===== config.mk =====
export PLATFORM = sky130hd
export DESIGN_NAME = ole_cell
export DESIGN_NICKNAME = d
export VERILOG_FILES = /design/src/design/assert_macros.svh /design/src/design/ole_pkg.sv /design/src/design/ole_cell.sv
export SDC_FILE = /design/constraint.sdc
export NUM_CORES = 1
export LEC_CHECK = 0
export ABC_AREA = 1
export BUFFER_PORTS_ARGS = -buffer_cell sky130_fd_sc_hd__clkbuf_2
export CORE_MARGIN = 2
export CORE_UTILIZATION = 45
export DETAILED_ROUTE_END_ITERATION = 16
export PLACE_DENSITY_LB_ADDON = 0.15
export SYNTH_ARGS = -nofsm -noshare
export SYNTH_HDL_FRONTEND = slang
export SYNTH_SLANG_ARGS = --single-unit

===== constraint.sdc =====
create_clock -name clk -period 3 [get_ports clk]
set_input_delay 0.6 -clock clk [delete_from_list [all_inputs] [get_ports clk]]
set_output_delay 0.6 -clock clk [all_outputs]
set_load 0.05 [all_outputs]

===== src/design/assert_macros.svh =====
// Assertion macros used by the ordered list engine sequencer.
`ifndef ASSERT_MACROS_SVH
`define ASSERT_MACROS_SVH

// Checks a property at every rising clock edge outside reset.
`define OLE_ASSERT(lbl, prop, msg) \
    lbl: assert property (@(posedge clk) disable iff (!rst_n) (prop)) else $error(msg);

// Checks that a condition never holds at a rising clock edge outside reset.
`define OLE_NEVER(lbl, cond, msg) \
    lbl: assert property (@(posedge clk) disable iff (!rst_n) !(cond)) else $error(msg);

`endif


===== src/design/ole_pkg.sv =====
// Shared types and codes for the ordered list engine.
package ole_pkg;

    typedef enum logic [1:0] {
        CELL_HOLD,
        CELL_INSERT,
        CELL_ROTATE,
        CELL_REMOVE
    } cell_op_t;

    localparam logic [2:0] ACT_INSERT  = 3'd0;
    localparam logic [2:0] ACT_DELETE  = 3'd1;
    localparam logic [2:0] ACT_REVERSE = 3'd2;
    localparam logic [2:0] ACT_FIND    = 3'd3;
    localparam logic [2:0] ACT_XOR     = 3'd4;

    localparam logic [1:0] ST_OK        = 2'd0;
    localparam logic [1:0] ST_NOT_FOUND = 2'd1;
    localparam logic [1:0] ST_REJECT    = 2'd2;

endpackage


===== src/design/ole_cell.sv =====
// One storage cell of the list chain; holds one element and trades it with its neighbors.
module ole_cell
    import ole_pkg::*;
#(
    parameter int IDX = 0,
    parameter int IW  = 10
)
(
    input  logic          clk,
    input  cell_op_t      op,
    input  logic [IW-1:0] sel_pos,
    input  logic [IW-1:0] last,
    input  logic [31:0]   ins_value,
    input  logic [31:0]   prev_data,
    input  logic [31:0]   next_data,
    input  logic [31:0]   head_data,
    output logic [31:0]   data
);

    localparam logic [IW-1:0] MyIdx = IW'(IDX);

    logic [31:0] data_reg;
    logic [31:0] data_next;

    always_comb
    begin
        data_next = data_reg;
        case (op)
            CELL_INSERT:
            begin
                if (MyIdx > sel_pos)
                begin
                    data_next = prev_data;
                end
                else if (MyIdx == sel_pos)
                begin
                    data_next = ins_value;
                end
            end
            CELL_ROTATE:
            begin
                // The last occupied cell closes the ring back to the head.
                data_next = (MyIdx == last) ? head_data : next_data;
            end
            CELL_REMOVE:
            begin
                if (MyIdx >= sel_pos)
                begin
                    data_next = next_data;
                end
            end
            default:
            begin
                data_next = data_reg;
            end
        endcase
    end

    always_ff @(posedge clk)
    begin
        data_reg <= data_next;
    end

    assign data = data_reg;

endmodule


; Word level (Yosys, flattened, before mapping)
; Cells that the tools add are included.
[word_totals]
reg_bits = 32
[classes]
n_reduce_logical = 4
n_eq_ne = 5
order_cmp = 2
mux = 5
[ops]
columns = operator, count
row1 = $mux 32, 4
row2 = $pmux 32 s3, 1
row3 = $logic_not 10->1, 2
row4 = $ge 1x10->1 const A, 1
row5 = $gt 1x10->1 const A, 1
row6 = $eq 2x2->1 const B, 2
row7 = $ne 3x3->1 const B, 1
row8 = $reduce_and 3->1, 1
row9 = $reduce_bool 3->1, 1
row10 = $eq 2x1->1 const B, 1
row11 = $ne 2x2->1 const B, 1

; Longest topological paths before layout
; Gate-level depths: netlist of run 1.
[logic_depth]
depth_word = 4
depth_mapped = 7
depth_no_buf = 6

; Worst setup path before layout of run 1
; No wires, ideal clock.
[synth_timing]
path_kind = input port to flip-flop
start = input op[0]
end = register data_reg[0] (netlist: data[0]), enable pin
required_time_ns = 2.611
path_stages = 5
n_path_buf = 1
path_slack_ns = 0.866
t_arrival_ns = 1.745
cell_sequence = buf_2 inv_1 nor3b_1 nand3_1 nand2_1
[synth_via]
elab_chain_cells = 3
word_cells_on_any_way = 7
classes_between = 5 x eq/ne / 2 x reduce/logical
[synth_lines]
columns = item, line
row1 = "start, declared", ole_cell.sv:10  ; input cell_op_t op,
row2 = $eq 2x1->1 / $eq 2x2->1 (equally long branches), ole_cell.sv:28  ; case (op)
row3 = "$ne 3x3->1 (no line), or another cell as far along", --
row4 = $reduce_and 3->1 (no line) (*), --
row5 = "end signal, assigned", ole_cell.sv:61  ; data_reg <= data_next;
row6 = "end, declared", ole_cell.sv:22  ; logic [31:0] data_reg;
; Every way passes the cells marked *; elsewhere a longest branch is shown, timed or not.
; A chain may end at the register's enable or synchronous reset.

; Final worst setup path of run 1
[layout_timing]
start = input last[5]
end = register data_reg[19] (netlist: data[19]), data pin
[layout_via]
elab_chain_cells = 3
[layout_lines]
columns = item, line
row1 = "start, declared", ole_cell.sv:12  ; input logic [IW-1:0] last,
row2 = $logic_not 10->1, ole_cell.sv:43  ; data_next = (MyIdx == last) ? head_data : next_data;
row3 = $mux 32, ole_cell.sv:43
row4 = $pmux 32 s3, ole_cell.sv:28
row5 = named net data_next[19], ole_cell.sv:23  ; logic [31:0] data_next;
; The timed path passes the listed nets, and every way through them passes these cells.

==> metrics.md, run 1 <==
| Metric | Value |
|---|---|
| Slowest stage cell, crit path | nor2_4 |
| Cts bufs inserted | 5 |
| Core footprint | 0.00554 mm² |
| DP Wirelength | 5.06 mm |
| Initial Util | 46.9% |
| Post-synthesis sequential area ratio | ~37% |
| Crit-path max cell delay | 0.60 ns |
| VDD IR max | roughly 0.00018 V |
| CP startpoint | last[5] |
| Die height | 80.0 µm |
| ANT cells | 0 |
| # rows | 27 |
| # IOs | roughly 180 |
| Number of global-route vias before repair | 2,756 |
| Initial antenna violation count | 0 |
| Status | finished, final reports clean |
| Synth Register Bits | 32 |
| Setup violators final | 0 |
| WL final | 7.12 mm |
| Most frequent cells in the layout | clkbuf_2 (150), inv_1 (98), nand3_1 (97) |
| Max cap viols | 0 |
| Pleak | around 1.8 nW |
| Vias | 2,793 |
| Tcrit/Tclk final | 61.4% |
| Antenna Nets Post-Route | 0 |
| Total power | 1.24 mW |
| P per Cell Area | between 300 and 400 mW/mm² |
| Fillers | 525 |
| Post-Syn Nets | 517 |
| WS Path Type | in -> reg |
| Largest net degree at the start of global routing | approximately 40 |
| WHS | 0.714 ns |
| Commonest non-fill, non-tap cell in the layout | clkbuf_2 |
| First-pass GRT wire length | between 10 and 15 mm |
| Worst-path clk slew | 0.07 ns |
| Syn Inst Count | between 300 and 400 |
| Global Route Usage Sum | 23.4% |
| Tmin final | ~1.8 ns |
| Setup_tns | 0 ns |
| RSZ-0062 raised after global routing | no |
| CP startpoint kind | primary input |
| Clk buf depth | 2 |
| Ys Warns | 0 |
| Synth Cell Area | between 0.002 and 0.003 mm² |
| Synthesis-to-finish area growth | 30.9% |
| CP Cell Sequence | clkbuf_2 -> nor2_2 -> nand2_1 -> nor2_4 -> nand3_1 -> nand3_1 -> nand2_1 |
| Final nets | roughly 660 |
| Tightest Hold Check Type | in -> reg |
| CTS root buf | clkbuf_8 |
| Largest register FFs | 32 |
| Critical path required time | roughly 3 ns |
| PortBufs | 150 |
| CTS Hold Bufs | 0 |
| CTS tree | built |
| Setup Buffers After CTS | 0 |
| Min-delay src | next_data[18] |
| Yosys cell types | 19 |
| Slew @ Worst Pin | 0.777 ns |
| Hold Vio Cnt, Final | 0 |
| Post-Syn Area per Cell | 7.10 µm² |
| GRT overflow | 0 |
| Crit path DAT | 1.88 ns |
| Drt first pass iters | 4 |
| F_max | 543 MHz |
| WL/cell | 12.3 µm |
| DRT iter0 DRCs | 152 |
| CP endpoint kind | flop |
| Die area | 0.00640 mm² |
| # DRC | 0 |
| Drt via density | 4.84 |
| Post-CTS Resized | 0 |
| Final Max Slew Viols | 0 |
| Share of cells above drive strength 1 | 33.3% |
| Die width | 80.0 µm |
| GPL Wtd Cong | 0.807 |
| Clock sinks | 32 |
| CP Max Fanout | 32 |
| H-tree levels | 2 |
| Relative slew slack | 48.1% |
critical path: cells and delay by family:
family | cells | cell delay [ns]
buffers and inverters | 1 | 0.08
and+or+nand+nor | 6 | 1.17
synth_stat cells:
cell type | count | share of area [%]
inv_1 | 98 | 14
nand3_1 | 97 | 19
nand2_1 | 36 | 5.2
edfxtp_1 | 32 | 37
o21ai_0 | 32 | 6.2
o21bai_1 | 32 | 9.2
buf_2 | 14 | 2.7
buf_6 | 6 | 2.6
buf_4 | 3 | 0.87
clkbuf_1 | 3 | 0.43
nor2_1 | 3 | 0.43
nor2_2 | 3 | 0.72
clkinv_1 | 1 | 0.14
inv_2 | 1 | 0.14
nand3_2 | 1 | 0.39
nor2_4 | 1 | 0.43
nor3_1 | 1 | 0.19
nor3b_1 | 1 | 0.29
nor4_1 | 1 | 0.24
area by class of cell:
type                       instances  area [µm²]  area share, %
timing repair buffer             157         803           23.6
clock buffer                       7        76.3           2.24
inverter                         100         375           11.0
sequential                        32         961           28.3
clock inverter                     1        3.75          0.110
tap                               72        90.1           2.65
multi-input combinational        208        1090           32.1
kinds of logic (layout without fill, tap and decap cells):
group / count (synthesis) / in the layout / share of synthesized area, %
and+or+nand+nor: 144 / 144 / 26.6
AOI/OAI and AO/OA: 64 / 64 / 15.4
buffers and inverters: 126 / 265 / 21.0
DFF: 32 / 32 / 37.0
stage by stage:
step	area (µm²)	worst slack [ns]	util, %	cells
final	3400	1.16	61.4	577
after global placement	3320	0.905	59.9	569
after detailed placement	3320	0.866	59.9	569
after floorplan	2600	0.866	-	366
after global routing	3400	1.06	61.4	577
after CTS	3400	1.18	61.4	577
metal layers:
layer / part of all wire, % / vias to the layer above / track usage (%)
met5: 0 / - / 0
met4: 1.2 / 0 / 8.31
met1: 40 / 1209 / 25.9
met2: 50 / 130 / 42.5
li1: - / 1446 / -
met3: 8.6 / 8 / 6.45
report_power, final:
part           total, mW  internal [mW]  leakage (nW)  switching (mW)
clock network      0.313          0.161        0.0399           0.152
logic              0.383          0.131          1.48           0.252
registers          0.544          0.536         0.294         0.00885
worst paths after layout:
check / endpoint / slack, ns / cells past startpoint
worst max-delay path: data[19] / 1.16 / 7
worst min-delay path: data[18] / 0.71 / 4
Note: power is estimated with default switching activity, not from simulation.
==> run 2, diff against run 1 <==
CORE_UTILIZATION = 42   (was 45)
clock period = 1.76 ns   (was 3 ns; I/O delays follow)
==> metrics.md, run 2 (synthesis results as in run 1) <==
| Metric | Value |
|---|---|
| Clk buf depth | 2 (unchanged) |
| DRT iter0 DRCs | 116 (-24%) |
| Drt first pass iters | 4 (unchanged) |
| VDD IR max | 0.000256 V (+43%) |
| Slowest stage cell, crit path | edfxtp_1 |
| Worst-path clk slew | 0.06 ns (about the same) |
| Final Util | 58.9% (-2.5 points) |
| Setup Buffers After CTS | 0 (unchanged) |
| Critical path depth | 1 (-6) |
| CTS Hold Bufs | 0 (unchanged) |
| Die height | 82.7 µm (+3.3%) |
| Final nets | 662 (+1.1%) |
| Global Route Usage Sum | 22.7% (-0.71 points) |
| Fin cells | 586 (+1.6%) |
| Clock sinks | 32 (unchanged) |
| PortBufs | 150 (unchanged) |
| GRT overflow | 0 (unchanged) |
| Setup violators final | 0 (unchanged) |
| Number of global-route vias before repair | 2,651 (-3.8%) |
| Synthesis-to-finish area growth | 34.9% |
| F_max | 780 MHz |
| CP Max Fanout | 1 (-97%) |
| P per Cell Area | 604 mW/mm² (+66%) |
| WHS | 0.471 ns (-0.242 ns) |
| Crit-path max cell delay | 0.40 ns (-0.20 ns) |
| Final WS setup | 0.479 ns (-0.681 ns) |
| CP delay by family, top | flip-flops |
| Critical path required time | 1.41 ns (-1.63 ns) |
| CP endpoint kind | primary output |
| CP startpoint kind | flop |
| WS Path Type | reg -> out |
| Max cap viols | 0 (unchanged) |
| Final Max Slew Viols | 0 (unchanged) |
| Tightest Hold Check Type | in -> reg |
| Crit path DAT | 0.93 ns (-0.95 ns) |
| WL/cell | 12.8 µm (+3.8%) |
| Antenna Nets Post-Route | 0 (unchanged) |
| Pleak | 1.86 nW (+2.8%) |
| Initial antenna violation count | 0 (unchanged) |
| # IOs | 183 (unchanged) |
| Status | finished, final reports clean |
| Hold Path Depth | 5 (+1) |
| Placed insts | 579 (+1.8%) |
| Tmin final | 1.28 ns |
| Largest register FFs | 32 (unchanged) |
| Relative slew slack | 75.1% (+27 points) |
| CTS tree | built |
| WL final | 7.50 mm (+5.4%) |
| Cts bufs inserted | 5 (unchanged) |
| Hold Vio Cnt, Final | 0 (unchanged) |
| Slew @ Worst Pin | 0.373 ns (-0.404 ns) |
| Commonest non-fill, non-tap cell in the layout | clkbuf_2 |
| Share of cells above drive strength 1 | 34.4% (+1.2 points) |
| CTS root buf | clkbuf_8 |
| DP Wirelength | 5.56 mm (+9.7%) |
| First-pass GRT wire length | 11.9 mm (+0.70%) |
| Setup_tns | 0 ns (unchanged) |
| Post-CTS Resized | 0 (unchanged) |
| Initial Util | 43.6% (-3.3 points) |
| Post-Place Setup Slack | 0.229 ns (-0.636 ns) |
| GPL Wtd Cong | 0.793 (-1.7%) |
| Tcrit/Tclk final | 72.8% |
| Core footprint | 0.00596 mm² (+7.5%) |
| Buf+Inv Stages, Crit Path | 1 (unchanged) |
| Die width | 82.7 µm (+3.3%) |
| Die area | 0.00683 mm² (+6.8%) |
| H-tree levels | 2 (unchanged) |
| Drt via density | 4.87 (+0.58%) |
| Vias | 2,853 (+2.1%) |
| Most frequent cells in the layout | clkbuf_2 (150), inv_1 (98), nand3_1 (97) |
| ANT cells | 0 (unchanged) |
| CP Cell Sequence | clkbuf_2 |
| # rows | 28 (+3.7%) |
| Largest net degree at the start of global routing | 38 (-7.3%) |
| # DRC | 0 (unchanged) |
| RSZ-0062 raised after global routing | no |
-- run 2: layout make-up --
type | count | area [µm²]
clock inverters | 2 | 7.51
flip-flops and latches | 32 | 961
inverters | 100 | 375
well taps | 75 | 93.8
multi-input cells | 208 | 1090
repair buffers | 164 | 906
fillers | 611 | 2450
clock buffers | 5 | 68.8
-- run 2: report_power, final --
| part | total, mW | switching (mW) | internal, mW |
|---|---|---|---|
| sequential | 0.930 | 0.0172 | 0.913 |
| combinational | 0.670 | 0.435 | 0.235 |
| clock | 0.519 | 0.258 | 0.261 |
| total | 2.12 | 0.710 | 1.41 |
-- run 2: per-stage QoR --
stage | power (mW) | cell area, µm²
4_1_cts | 2.15 | 3510
3_5_place_dp | 1.62 | 3430
3_3_place_gp | 1.61 | 3430
2_1_floorplan | 1.37 | 2600
5_1_grt | 2.25 | 3510
6_report | 2.12 | 3510
-- run 2: path summary, 6_finish.rpt --
kind | from | slack [ns] | end
setup / recovery | data[3] | 0.48 | data[3]
hold / removal | head_data[28] | 0.47 | data[28]
-- run 2: routing by layer --
layer	wire length (µm)	share of wire (%)	GRT usage, %
met1	3110	41	28.8
met2	3770	50	40.0
met3	580	7.7	4.67
met4	46	0.61	4.26
met5	0	0	0
