===== src/design/assert_macros.svh =====
// Assertion macros used by the ordered list engine sequencer.
`ifndef ASSERT_MACROS_SVH
`define ASSERT_MACROS_SVH

// Checks a property at every rising clock edge outside reset.
`define OLE_ASSERT(lbl, prop, msg) \
    lbl: assert property (@(posedge clk) disable iff (!rst_n) (prop)) else $error(msg);

// Checks that a condition never holds at a rising clock edge outside reset.
`define OLE_NEVER(lbl, cond, msg) \
    lbl: assert property (@(posedge clk) disable iff (!rst_n) !(cond)) else $error(msg);

`endif


===== src/design/ole_pkg.sv =====
// Shared types and codes for the ordered list engine.
package ole_pkg;

    typedef enum logic [1:0] {
        CELL_HOLD,
        CELL_INSERT,
        CELL_ROTATE,
        CELL_REMOVE
    } cell_op_t;

    localparam logic [2:0] ACT_INSERT  = 3'd0;
    localparam logic [2:0] ACT_DELETE  = 3'd1;
    localparam logic [2:0] ACT_REVERSE = 3'd2;
    localparam logic [2:0] ACT_FIND    = 3'd3;
    localparam logic [2:0] ACT_XOR     = 3'd4;

    localparam logic [1:0] ST_OK        = 2'd0;
    localparam logic [1:0] ST_NOT_FOUND = 2'd1;
    localparam logic [1:0] ST_REJECT    = 2'd2;

endpackage


===== src/design/ole_ctrl.sv =====
// Sequencer of the ordered list engine: decodes actions, runs scans and drives the cell chain.
`include "assert_macros.svh"
module ole_ctrl
    import ole_pkg::*;
#(
    parameter int CAPACITY = 1024,
    parameter int IW       = 10,
    parameter int LW       = 11
)
(
    input  logic               clk,
    input  logic               rst_n,
    input  logic               start,
    output logic               busy,
    input  logic [2:0]         action,
    input  logic [9:0]         position,
    input  logic [31:0]        value,
    output logic               done,
    output logic [1:0]         status,
    output logic signed [31:0] result_value,
    input  logic [31:0]        head_data,
    output cell_op_t           cell_op,
    output logic [IW-1:0]      cell_pos,
    output logic [IW-1:0]      cell_last,
    output logic [31:0]        cell_value
);

    localparam int CW = (LW > 10) ? LW : 10;

    typedef enum logic [3:0] {
        S_IDLE   = 4'b0001,
        S_EXEC   = 4'b0010,
        S_SCAN   = 4'b0100,
        S_REMOVE = 4'b1000
    } state_t;

    state_t             state_reg, state_next;
    logic [2:0]         action_reg, action_next;
    logic [9:0]         pos_reg, pos_next;
    logic [31:0]        value_reg, value_next;
    logic [LW-1:0]      length_reg, length_next;
    logic               rev_reg, rev_next;
    logic [IW-1:0]      k_reg, k_next;
    logic [IW-1:0]      lidx_reg, lidx_next;
    logic               found_reg, found_next;
    logic [IW-1:0]      match_reg, match_next;
    logic [31:0]        acc_reg, acc_next;
    logic               done_reg, done_next;
    logic [1:0]         status_reg, status_next;
    logic [31:0]        result_reg, result_next;

    logic [IW-1:0]      last_idx;
    logic [IW-1:0]      ins_phys;
    logic               ins_bad;
    logic               hit;

    assign last_idx = IW'(length_reg - 1'b1);
    assign ins_phys = rev_reg ? IW'(length_reg - LW'(pos_reg)) : IW'(pos_reg);
    assign ins_bad  = (CW'(pos_reg) > CW'(length_reg)) || (length_reg == LW'(CAPACITY));
    assign hit      = (head_data == value_reg);

    always_comb
    begin
        state_next  = state_reg;
        action_next = action_reg;
        pos_next    = pos_reg;
        value_next  = value_reg;
        length_next = length_reg;
        rev_next    = rev_reg;
        k_next      = k_reg;
        lidx_next   = lidx_reg;
        found_next  = found_reg;
        match_next  = match_reg;
        acc_next    = acc_reg;
        done_next   = 1'b0;
        status_next = status_reg;
        result_next = result_reg;
        cell_op     = CELL_HOLD;
        cell_pos    = '0;

        case (state_reg)
            S_IDLE:
            begin
                if (start)
                begin
                    action_next = action;
                    pos_next    = position;
                    value_next  = value;
                    state_next  = S_EXEC;
                end
            end
            S_EXEC:
            begin
                state_next  = S_IDLE;
                done_next   = 1'b1;
                status_next = ST_OK;
                result_next = '0;
                case (action_reg)
                    ACT_INSERT:
                    begin
                        if (ins_bad)
                        begin
                            status_next = ST_REJECT;
                        end
                        else
                        begin
                            // In the reversed view the logical slot maps from the tail.
                            cell_op     = CELL_INSERT;
                            cell_pos    = ins_phys;
                            length_next = length_reg + 1'b1;
                        end
                    end
                    ACT_DELETE, ACT_FIND, ACT_XOR:
                    begin
                        if (length_reg == '0)
                        begin
                            if (action_reg != ACT_XOR)
                            begin
                                status_next = ST_NOT_FOUND;
                            end
                        end
                        else
                        begin
                            done_next  = 1'b0;
                            state_next = S_SCAN;
                            k_next     = '0;
                            lidx_next  = rev_reg ? last_idx : '0;
                            found_next = 1'b0;
                            acc_next   = '0;
                        end
                    end
                    ACT_REVERSE:
                    begin
                        if (length_reg > LW'(1))
                        begin
                            rev_next = !rev_reg;
                        end
                    end
                    default:
                    begin
                        status_next = ST_OK;
                    end
                endcase
            end
            S_SCAN:
            begin
                // The chain rotates once per cycle; the head cell shows physical entry k.
                cell_op   = CELL_ROTATE;
                k_next    = k_reg + 1'b1;
                lidx_next = rev_reg ? (lidx_reg - 1'b1) : (lidx_reg + 1'b1);
                acc_next  = acc_reg + (32'(lidx_reg) ^ head_data);
                // Reversed view: the last physical match is the first logical one.
                if (hit && (!found_reg || rev_reg))
                begin
                    found_next = 1'b1;
                    match_next = k_reg;
                end
                if (k_reg == last_idx)
                begin
                    state_next  = S_IDLE;
                    done_next   = 1'b1;
                    status_next = ST_OK;
                    result_next = '0;
                    case (action_reg)
                        ACT_XOR:
                        begin
                            result_next = acc_next;
                        end
                        ACT_FIND:
                        begin
                            if (found_next)
                            begin
                                result_next = rev_reg ? 32'(last_idx - match_next)
                                                      : 32'(match_next);
                            end
                            else
                            begin
                                status_next = ST_NOT_FOUND;
                            end
                        end
                        default:
                        begin
                            if (found_next)
                            begin
                                done_next  = 1'b0;
                                state_next = S_REMOVE;
                            end
                            else
                            begin
                                status_next = ST_NOT_FOUND;
                            end
                        end
                    endcase
                end
            end
            S_REMOVE:
            begin
                cell_op     = CELL_REMOVE;
                cell_pos    = match_reg;
                length_next = length_reg - 1'b1;
                state_next  = S_IDLE;
                done_next   = 1'b1;
                status_next = ST_OK;
                result_next = '0;
            end
            default:
            begin
                state_next = S_IDLE;
            end
        endcase
    end

    always_ff @(posedge clk or negedge rst_n)
    begin
        if (!rst_n)
        begin
            state_reg  <= S_IDLE;
            length_reg <= '0;
            rev_reg    <= 1'b0;
            done_reg   <= 1'b0;
        end
        else
        begin
            state_reg  <= state_next;
            length_reg <= length_next;
            rev_reg    <= rev_next;
            done_reg   <= done_next;
        end
    end

    always_ff @(posedge clk)
    begin
        action_reg <= action_next;
        pos_reg    <= pos_next;
        value_reg  <= value_next;
        k_reg      <= k_next;
        lidx_reg   <= lidx_next;
        found_reg  <= found_next;
        match_reg  <= match_next;
        acc_reg    <= acc_next;
        status_reg <= status_next;
        result_reg <= result_next;
    end

    assign busy         = (state_reg != S_IDLE);
    assign done         = done_reg;
    assign status       = status_reg;
    assign result_value = result_reg;
    assign cell_last    = last_idx;
    assign cell_value   = value_reg;

    `OLE_NEVER(a_len_cap, length_reg > LW'(CAPACITY), "list length above capacity")
    `OLE_ASSERT(a_done_pulse, done_reg |=> !done_reg, "result strobe held two cycles")
    `OLE_ASSERT(a_scan_range, (state_reg == S_SCAN) |-> (k_reg <= last_idx), "scan ran past list end")

endmodule


===== config.mk =====
export PLATFORM = sky130hd
export DESIGN_NAME = ole_ctrl
export DESIGN_NICKNAME = d
export VERILOG_FILES = /design/src/design/ole_pkg.sv /design/src/design/ole_ctrl.sv
export VERILOG_INCLUDE_DIRS = /design/src /design/src/design
export SDC_FILE = /design/constraint.sdc
export NUM_CORES = 1
export LEC_CHECK = 0
export ABC_CLOCK_PERIOD_IN_PS = 4150
export BUFFER_PORTS_ARGS = -buffer_cell sky130_fd_sc_hd__buf_4
export CAP_MARGIN = 20
export CORE_MARGIN = 1
export CORE_UTILIZATION = 46
export DETAILED_ROUTE_END_ITERATION = 6
export PLACE_DENSITY = 0.72
export RECOVER_POWER = 25
export SYNTH_ARGS = -nofsm -noshare
export SYNTH_HDL_FRONTEND = slang
export SYNTH_SLANG_ARGS = --single-unit

===== constraint.sdc =====
create_clock -name clk -period 4.15 [get_ports clk]
set_input_delay 0.415 -clock clk [delete_from_list [all_inputs] [get_ports clk]]
set_output_delay 0.415 -clock clk [all_outputs]
set_load 0.005 [all_outputs]

# ---- Yosys cells after proc, flatten, opt, wreduce, memory -nomap -nowiden
# Cells that the tools add are included.
dict set report word_totals {
  ram_bits 0
  romBits 0
  wordCells 119
  input_bits 80
  latchBits 0
  regBits 159
  n_memories 0
  output_inout_bits 90
}
dict set report classes {
  multipliers 0
  eq_ne 19
  bitwise_logic 1
  div 0
  mux 54
  n_lt_le_gt_ge 2
  shift 0
  addsub 8
  reduce_logical 21
}
# operator n
set op_table {}
lappend op_table {{$pmux W32 S2} 3}
lappend op_table {{$mux W32} 5}
lappend op_table {{$mux W10} 11}
lappend op_table {{$pmux W10 S2} 3}
lappend op_table {{$add A32 B32 Y32} 1}
lappend op_table {{$eq A32 B32 Y1} 1}
lappend op_table {{$xor A10 B32 Y32} 1}
lappend op_table {{$mux W11} 2}
lappend op_table {{$pmux W11 S2} 1}
lappend op_table {{$add A10 B1 Y10 const B} 2}
lappend op_table {{$mux W4} 4}
lappend op_table {{$mux W1} 15}
lappend op_table {{$pmux W2 S3} 2}
lappend op_table {{$pmux W4 S3} 1}
lappend op_table {{$add A11 B1 Y11 const B} 1}
lappend op_table {{$eq A11 B11 Y1 const B} 1}
lappend op_table {{$gt A10 B11 Y1} 1}
lappend op_table {{$gt A11 B1 Y1 const B} 1}
lappend op_table {{$logic_not A11 Y1} 1}
lappend op_table {{$sub A10 B10 Y11} 1}
lappend op_table {{$sub A11 B1 Y11 const B} 1}
lappend op_table {{$eq A10 B10 Y1} 1}
lappend op_table {{$sub A10 B1 Y10 const B} 1}
lappend op_table {{$sub A10 B10 Y10} 1}
lappend op_table {{26 further kinds} 43}

# ---- Logic depth before layout (Yosys ltp)
# Gate-level depths: netlist (run 1).
dict set report logic_depth {
  word_depth 11
  ltp_mapped 16
  depth_no_buf 15
}

# ---- Worst setup path before layout (run 1)
# OpenSTA, ideal clock, no wires.
dict set report synth_timing {
  path_type {flip-flop to flip-flop}
  start {register value_reg[18] (netlist: cell_value[18])}
  end {register result_reg[9] (netlist: result_value[9]), data pin}
  path_stages_with_launch 16
  arrival_time_ns 3.362
  n_path_buf 1
  setup_slack_ns 0.532
  setup_time_ns 0.256
  synth_period_minus_slack_ns 3.618
  path_cell_list {edfxtp_1 > xor2_1 > nor4_2 > nand4_1 > nor3_2 > buf_4 > mux2_2 > inv_1 > ha_1 > a21o_1 > a21o_1 > a21o_1 > a21oi_1 > o31ai_1 > xnor2_1 > a22o_1}
}
dict set report synth_between {
  elab_chain_cells 10
}
# element line_no
set synth_rtl {}
lappend synth_rtl {{start: declaration} ole_ctrl.sv:40} ;# logic [31:0] value_reg, value_next;
lappend synth_rtl {{start signal: assignment} ole_ctrl.sv:235} ;# value_reg <= value_next;
lappend synth_rtl {{$eq A32 B32 Y1 (*)} ole_ctrl.sv:60} ;# assign hit = (head_data == value_reg);
lappend synth_rtl {{$logic_and A1 B1 Y1 (*)} ole_ctrl.sv:153} ;# if (hit && (!found_reg || rev_reg))
lappend synth_rtl {{$mux W10} ole_ctrl.sv:153}
lappend synth_rtl {{$mux W10} ole_ctrl.sv:81} ;# case (state_reg)
lappend synth_rtl {{$sub A10 B10 Y11} ole_ctrl.sv:173} ;# result_next = rev_reg ? 32'(last_idx - match_next)
lappend synth_rtl {{$mux W32} ole_ctrl.sv:173}
lappend synth_rtl {{$mux W32 (*)} ole_ctrl.sv:171} ;# if (found_next)
lappend synth_rtl {{$pmux W32 S2 (*)} ole_ctrl.sv:164} ;# case (action_reg)
lappend synth_rtl {{$mux W32 (*)} ole_ctrl.sv:158} ;# if (k_reg == last_idx)
lappend synth_rtl {{$pmux W32 S2 (*)} ole_ctrl.sv:81}
lappend synth_rtl {{end signal: assignment} ole_ctrl.sv:242} ;# result_reg <= result_next;
lappend synth_rtl {{end: declaration} ole_ctrl.sv:50} ;# logic [31:0] result_reg, result_next;
# Every way passes the cells marked *; elsewhere a longest branch is shown, timed or not. The select of a mux whose other input is x is not followed.
# A chain may end at the register's enable or synchronous reset.

# ---- Worst setup path in the final report (run 1)
dict set report layout_timing {
  start {register value_reg[18] (netlist: cell_value[18])}
  end {register result_reg[31] (netlist: result_value[31]), data pin}
}
# Same word-level chain as after synthesis.

==> results of run 1 <==
report_power, final:
| group | leakage (nW) | switching (mW) | total (mW) | internal (mW) |
|---|---|---|---|---|
| Combinational | 3.35 | 1.43 | 2.45 | 1.01 |
| Sequential | 1.52 | 0.139 | 2.12 | 1.99 |
| Clock | 0.282 | 0.687 | 1.64 | 0.953 |
| Total | 5.15 | 2.26 | 6.21 | 3.95 |
worst max-delay path, stage by stage (launching register included):
cell and delay [ps]:
edfxtp_1 420, xor2_1 230, nor4_2 290, nand4_1 260
nor3_2 210, buf_4 190, buf_4 190, mux2_2 370
inv_1 60, ha_1 210, nand2_1 70, nor2_1 130
nand2_1 90, or3_1 320, o221ai_2 210, buf_12 210
a31oi_1 100
routing by layer:
metal  vias to the layer above  track usage (%)  share of wire (%)  routed length [um]
li1                       4071                -                  -                   -
met1                      4184             33.3                 42               12500
met2                       382             44.6                 49               14500
met3                        59             5.18                7.0                2090
met4                         0             7.29                2.4                 731
met5                         -                0                  0                   0
repair_timing:
| item | CTS | global route |
|---|---|---|
| setup endpoints to repair | 0 | 2 |
| endpoints found under the hold margin | 16 | 0 |
| hold buffers | 1 | 0 |
| resized for setup | 0 | 1 |
layout make-up:
type	count	share of cell area, %
Multi-Input combinational cell	765	42.3
Sequential cell	159	37.0
Timing Repair Buffer	194	11.4
Clock buffer	20	3.44
Tap cell	280	2.76
Inverter	63	1.86
Clock inverter	12	1.25
cell usage after synthesis, types with 11 or more instances:
cell      number  area, um^2
edfxtp_1     142        4260
mux2i_1       15         150
ha_1          70         876
xor2_1        66         578
o21ai_0       44         220
nand2_1       78         293
nand3_1       17        85.1
nor4_1        18         113
xnor2_1       60         526
nand4_1       16         100
dfrtp_1       16         400
clkbuf_1      24        90.1
inv_1         62         233
o22ai_1       13        81.3
and2_1        15        93.8
nor2b_1       11        68.8
a21o_1        24         180
o21a_1        16         120
a31oi_1       12        75.1
a21oi_1       72         360
nor2_1        83         312
worst max path at each step:
stage	to	cells past startpoint	from	slack, ps
2_1_floorplan	result_value[9]	15	cell_value[18]	530
3_3_place_gp	result_value[7]	17	head_data[8]	270
3_5_place_dp	result_value[7]	17	head_data[8]	170
4_1_cts	result_value[7]	16	cell_value[18]	250
5_1_grt	result_value[7]	16	cell_value[8]	5
6_report	result_value[31]	16	cell_value[18]	260
metrics by stage:
step | setup slack, ps | hold WS [ps] | power [mW] | utilization, %
2_1_floorplan | 532 | 119 | 3.65 | -
3_3_place_gp | 268 | 300 | 4.55 | 55.1
3_5_place_dp | 174 | 301 | 4.57 | 55.1
4_1_cts | 253 | 146 | 6.20 | 57.8
5_1_grt | 5.44 | 158 | 6.51 | 57.6
6_report | 260 | 173 | 6.21 | 57.6
kinds of logic after synthesis:
kind of cell / Yosys count / share of synthesized area (%)
mux: 19 / 1.88
compound gates: 240 / 14.7
buf+inv: 92 / 3.38
flops: 159 / 45.1
xor+xnor: 126 / 10.6
fa+ha+maj: 74 / 9.19
simple gates: 306 / 15.1
==> impl_metrics.env, run 1 <==
export IMPL_drc=20
export IMPL_port_buffers=169
export IMPL_tritoncts="done"
export IMPL_gp_congestion=0.969
export IMPL_fill_cells=1932
export IMPL_avgSynthCellArea_um2=10.2
export IMPL_fmax_mhz=257
export IMPL_wl_per_cell_um=20.0
export IMPL_fin_cells=1493
export IMPL_synth_main_ff_cell="edfxtp_1"
export IMPL_dpl_cell_count=1460
export IMPL_grt_first_pass_wirelength_mm=46.7
export IMPL_synth_yosys_warnings=0
export IMPL_cts_root_buf="clkbuf_16"
export IMPL_grt_pass1_vias=8496
export IMPL_hold_viol=0
export IMPL_min_to="action_reg[1]"
export IMPL_placed_area_um2=12100
export IMPL_clkLatencyLatePin_ps=430
export IMPL_syn2layout_area_growth_pct=22.1
export IMPL_whs_path_depth=1
export IMPL_hp_class="in -> reg"
export IMPL_worstSetupPathType="reg -> reg"
export IMPL_track_usage_pct=26.0
export IMPL_drt_wl_total_mm=29.9
export IMPL_drv_slew=0
export IMPL_initial_core_util_pct=47.2
export IMPL_netlist_instances=1016
export IMPL_vias=8696
export IMPL_setup_tns_ps=0
export IMPL_synth_cell_type_count=73
export IMPL_slew_headroom_pct=31.5
export IMPL_synthArstFlopShare_pct=10.7
export IMPL_die_w_um=152
export IMPL_grt_setup_unrepaired="no"
export IMPL_rows=54
export IMPL_synth_edf_count=142
export IMPL_r2r_end="result_value[31]"
export IMPL_total_leakage_power_nw=5.15
export IMPL_dp_hpwl_mm=22.1
export IMPL_dr_pass1_iters=7
export IMPL_grt_max_degree=54
export IMPL_overflow=0
export IMPL_regArea_um2=4690
export IMPL_postRouteAntennaNets=0
export IMPL_cp_max_fo=22
export IMPL_finClkSkew_ps=13.4
export IMPL_htreeDepth=4
export IMPL_multiInputGateArea_um2=5380
export IMPL_clkSinkCount=159
export IMPL_rr_worst_depth=16
export IMPL_clockBufferDepth=2
export IMPL_hold_start="action[1]"
export IMPL_ir_drop_uv=269
export IMPL_worstMarginPinSlew_ps=1030
export IMPL_drive_above_1_share_pct=20.2
export IMPL_end_kind="flip-flop"
export IMPL_drtIter0Drc=651
export IMPL_final_cell_mix="edfxtp_1, buf_4, nor2_1"
export IMPL_status="complete, but fails checks"
export IMPL_core_area_um2=22000
export IMPL_arrival_ps=4040
export IMPL_fin_nets=1354
export IMPL_violations="design-rule violations"
export IMPL_yosysSeqAreaShare_pct=45.1
export IMPL_finalCritPeriodShare_pct=93.7
export IMPL_worst_setup_path_start_kind="flip-flop"
export IMPL_synth_seq_cells=159
export IMPL_avgViaCountPerCell=5.82
export IMPL_setup_violations_final=0
export IMPL_fp_dieArea_um2=23200
export IMPL_r2r_slack_ps=260
export IMPL_postLayoutCellArea_um2=12700
export IMPL_num_io_pins=170
export IMPL_antenna_found_initial=0
export IMPL_synth_nets=1170
export IMPL_die_y_um=152
export IMPL_syn_area_um2=10400
export IMPL_clkSlewWorstSetupHoldPaths_ps=70
export IMPL_post_cts_setup_buffers=0
export IMPL_powerDensity_nw_per_um2=489
export IMPL_numCtsBuffers=17
export IMPL_layout_min_cycle_time_ps=3890
export IMPL_cp_required_ps=4300
export IMPL_antenna_cells=0
export IMPL_final_common_cell="edfxtp_1"
export IMPL_r2r_start="cell_value[18]"
export IMPL_drv_cap=0
Note: power is estimated with default switching activity, not from simulation.
==> run 2, diff against run 1 <==
Settings changed: CTS_BUF_LIST set to sky130_fd_sc_hd__clkbuf_4.
==> run 2 against run 1 <==
The flow still finishes with violations (design-rule violations); critical path depth is 4 lower; non-clock buffer count is 44 higher; clock skew is 19 ps higher; flip-flop and latch count stayed put; highest routed layer unchanged; routed wire length is 0.87% higher; largest power group unchanged; clock-buffer cell count stayed put; global-route usage is 0.059 points higher; critical path type is now reg -> out; register-to-register slack worse by 20 ps.
==> impl_metrics.env, run 2 (synthesized netlist as in run 1, its figures left out) <==
export IMPL_setup_tns_ps=0
export IMPL_min_to="cell_value[29]"
export IMPL_post_cts_setup_buffers=0
export IMPL_status="complete, but fails checks"
export IMPL_hold_start="value[29]"
export IMPL_overflow=0
export IMPL_r2r_end="result_value[31]"
export IMPL_clkSlewWorstSetupHoldPaths_ps=140
export IMPL_grt_pass1_vias=8651
export IMPL_powerDensity_nw_per_um2=439
export IMPL_placed_area_um2=12100
export IMPL_drc=19
export IMPL_clkLatencyLatePin_ps=570
export IMPL_finalCritPeriodShare_pct=94.5
export IMPL_vias=8840
export IMPL_postRouteAntennaNets=0
export IMPL_die_w_um=152
export IMPL_hold_viol=0
export IMPL_rows=54
export IMPL_final_common_cell="edfxtp_1"
export IMPL_wl_per_cell_um=19.6
export IMPL_htreeDepth=4
export IMPL_total_leakage_power_nw=5.21
export IMPL_met2_usage_pct=44.9
export IMPL_drtIter0Drc=655
export IMPL_final_cell_mix="edfxtp_1, buf_4, clkbuf_4"
export IMPL_setup_violations_final=0
export IMPL_grt_max_degree=54
export IMPL_cp_required_ps=3730
export IMPL_grt_setup_unrepaired="no"
export IMPL_syn2layout_area_growth_pct=23.6
export IMPL_fp_dieArea_um2=23200
export IMPL_rr_worst_depth=16
export IMPL_fin_nets=1398
export IMPL_dp_slack_ps=174
export IMPL_clkSinkCount=159
export IMPL_num_io_pins=170
export IMPL_core_area_um2=22000
export IMPL_dr_pass1_iters=7
export IMPL_finClkSkew_ps=32.2
export IMPL_worst_slack_ps=227
export IMPL_r2r_start="cell_value[18]"
export IMPL_worst_setup_path_start_kind="flip-flop"
export IMPL_layout_min_cycle_time_ps=3920
export IMPL_busiest_layer="met2"
export IMPL_cts_root_buf="clkbuf_4"
export IMPL_initial_core_util_pct=47.2
export IMPL_postLayoutCellArea_um2=12900
export IMPL_tritoncts="done"
export IMPL_globalRouteMet1Util_pct=33.5
export IMPL_whs_path_depth=1
export IMPL_ir_drop_uv=261
export IMPL_r2r_slack_ps=240
export IMPL_end_kind="primary output"
export IMPL_drv_slew=0
export IMPL_worstSetupPathType="reg -> out"
export IMPL_slew_headroom_pct=31.6
export IMPL_clockBufferDepth=2
export IMPL_worstMarginPinSlew_ps=1030
export IMPL_avgViaCountPerCell=5.74
export IMPL_cp_max_fo=8
export IMPL_dp_hpwl_mm=22.1
export IMPL_die_y_um=152
export IMPL_drv_cap=0
export IMPL_drt_wl_total_mm=30.1
export IMPL_arrival_ps=3510
export IMPL_track_usage_pct=26.1
export IMPL_antenna_found_initial=1
export IMPL_use_met3_pct=4.61
export IMPL_port_buffers=169
export IMPL_gp_congestion=0.969
export IMPL_hp_class="in -> reg"
export IMPL_violations="design-rule violations"
export IMPL_fmax_mhz=255
export IMPL_numCtsBuffers=17
export IMPL_drive_above_1_share_pct=19.8
export IMPL_grt_first_pass_wirelength_mm=46.9
run 2: cell count changes in the layout (fill, tap and decap cells not counted), sizes merged:
| cell | delta |
|---|---|
| clkbuf | +1 |
| buf | -1 |
| diode | +2 |
| dlygate4sd3 | +44 |
run 2: stage by stage:
stage / hold WS, ps / total power, mW / cells / utilization (%)
after floorplan: 119 / 3.65 / 1016 / -
after global placement: 300 / 4.55 / 1460 / 55.1
after detailed placement: 301 / 4.57 / 1460 / 55.1
after CTS: 1.25 / 5.63 / 1534 / 58.4
after global routing: 25.6 / 5.94 / 1539 / 58.4
final: 66.2 / 5.64 / 1539 / 58.4
run 2: power breakdown:
part,internal [mW],switching [mW]
combinational,1.04,1.44
sequential,1.98,0.140
clock,0.443,0.593
total,3.47,2.17
run 2: critical path, stage by stage (launching register included):
cell      delay (ps)
dfrtp_2          530
inv_1            220
ha_1             240
nor2b_1           70
o21ai_0          220
a21boi_0         160
o21ai_0          310
a21boi_0         200
o211ai_1         280
a21oi_1          110
nor3b_1          320
o21ai_0          130
buf_4            150
run 2: what timing repair did:
item	in CTS	in global routing
gates resized for setup	0	2
endpoints found under the hold margin	58	3
endpoints found under the setup margin	0	3
hold buffers	42	3
run 2: layer usage:
metal | vias up | share of wire [%]
met4 | 0 | 2.4
met5 | - | 0
li1 | 4163 | -
met3 | 52 | 7.0
met1 | 4242 | 42
met2 | 383 | 49
run 2: worst max path at each step:
stage | end | startpoint | slack, ps
2_1_floorplan | result_value[9] | cell_value[18] | 530
3_3_place_gp | result_value[7] | head_data[8] | 270
3_5_place_dp | result_value[7] | head_data[8] | 170
4_1_cts | cell_pos[9] | length_reg[0] | 230
5_1_grt | result_value[7] | cell_value[18] | 30
6_report | cell_pos[9] | length_reg[0] | 230
run 2: layout make-up:
cell class | instances | area, um^2
clock inverter | 12 | 159
inverter | 63 | 236
multi-input combinational | 765 | 5380
sequential | 159 | 4690
antenna | 2 | 5.00
timing repair buffer | 238 | 1890
fill | 1909 | 9170
tap | 280 | 350
clock buffer | 20 | 150
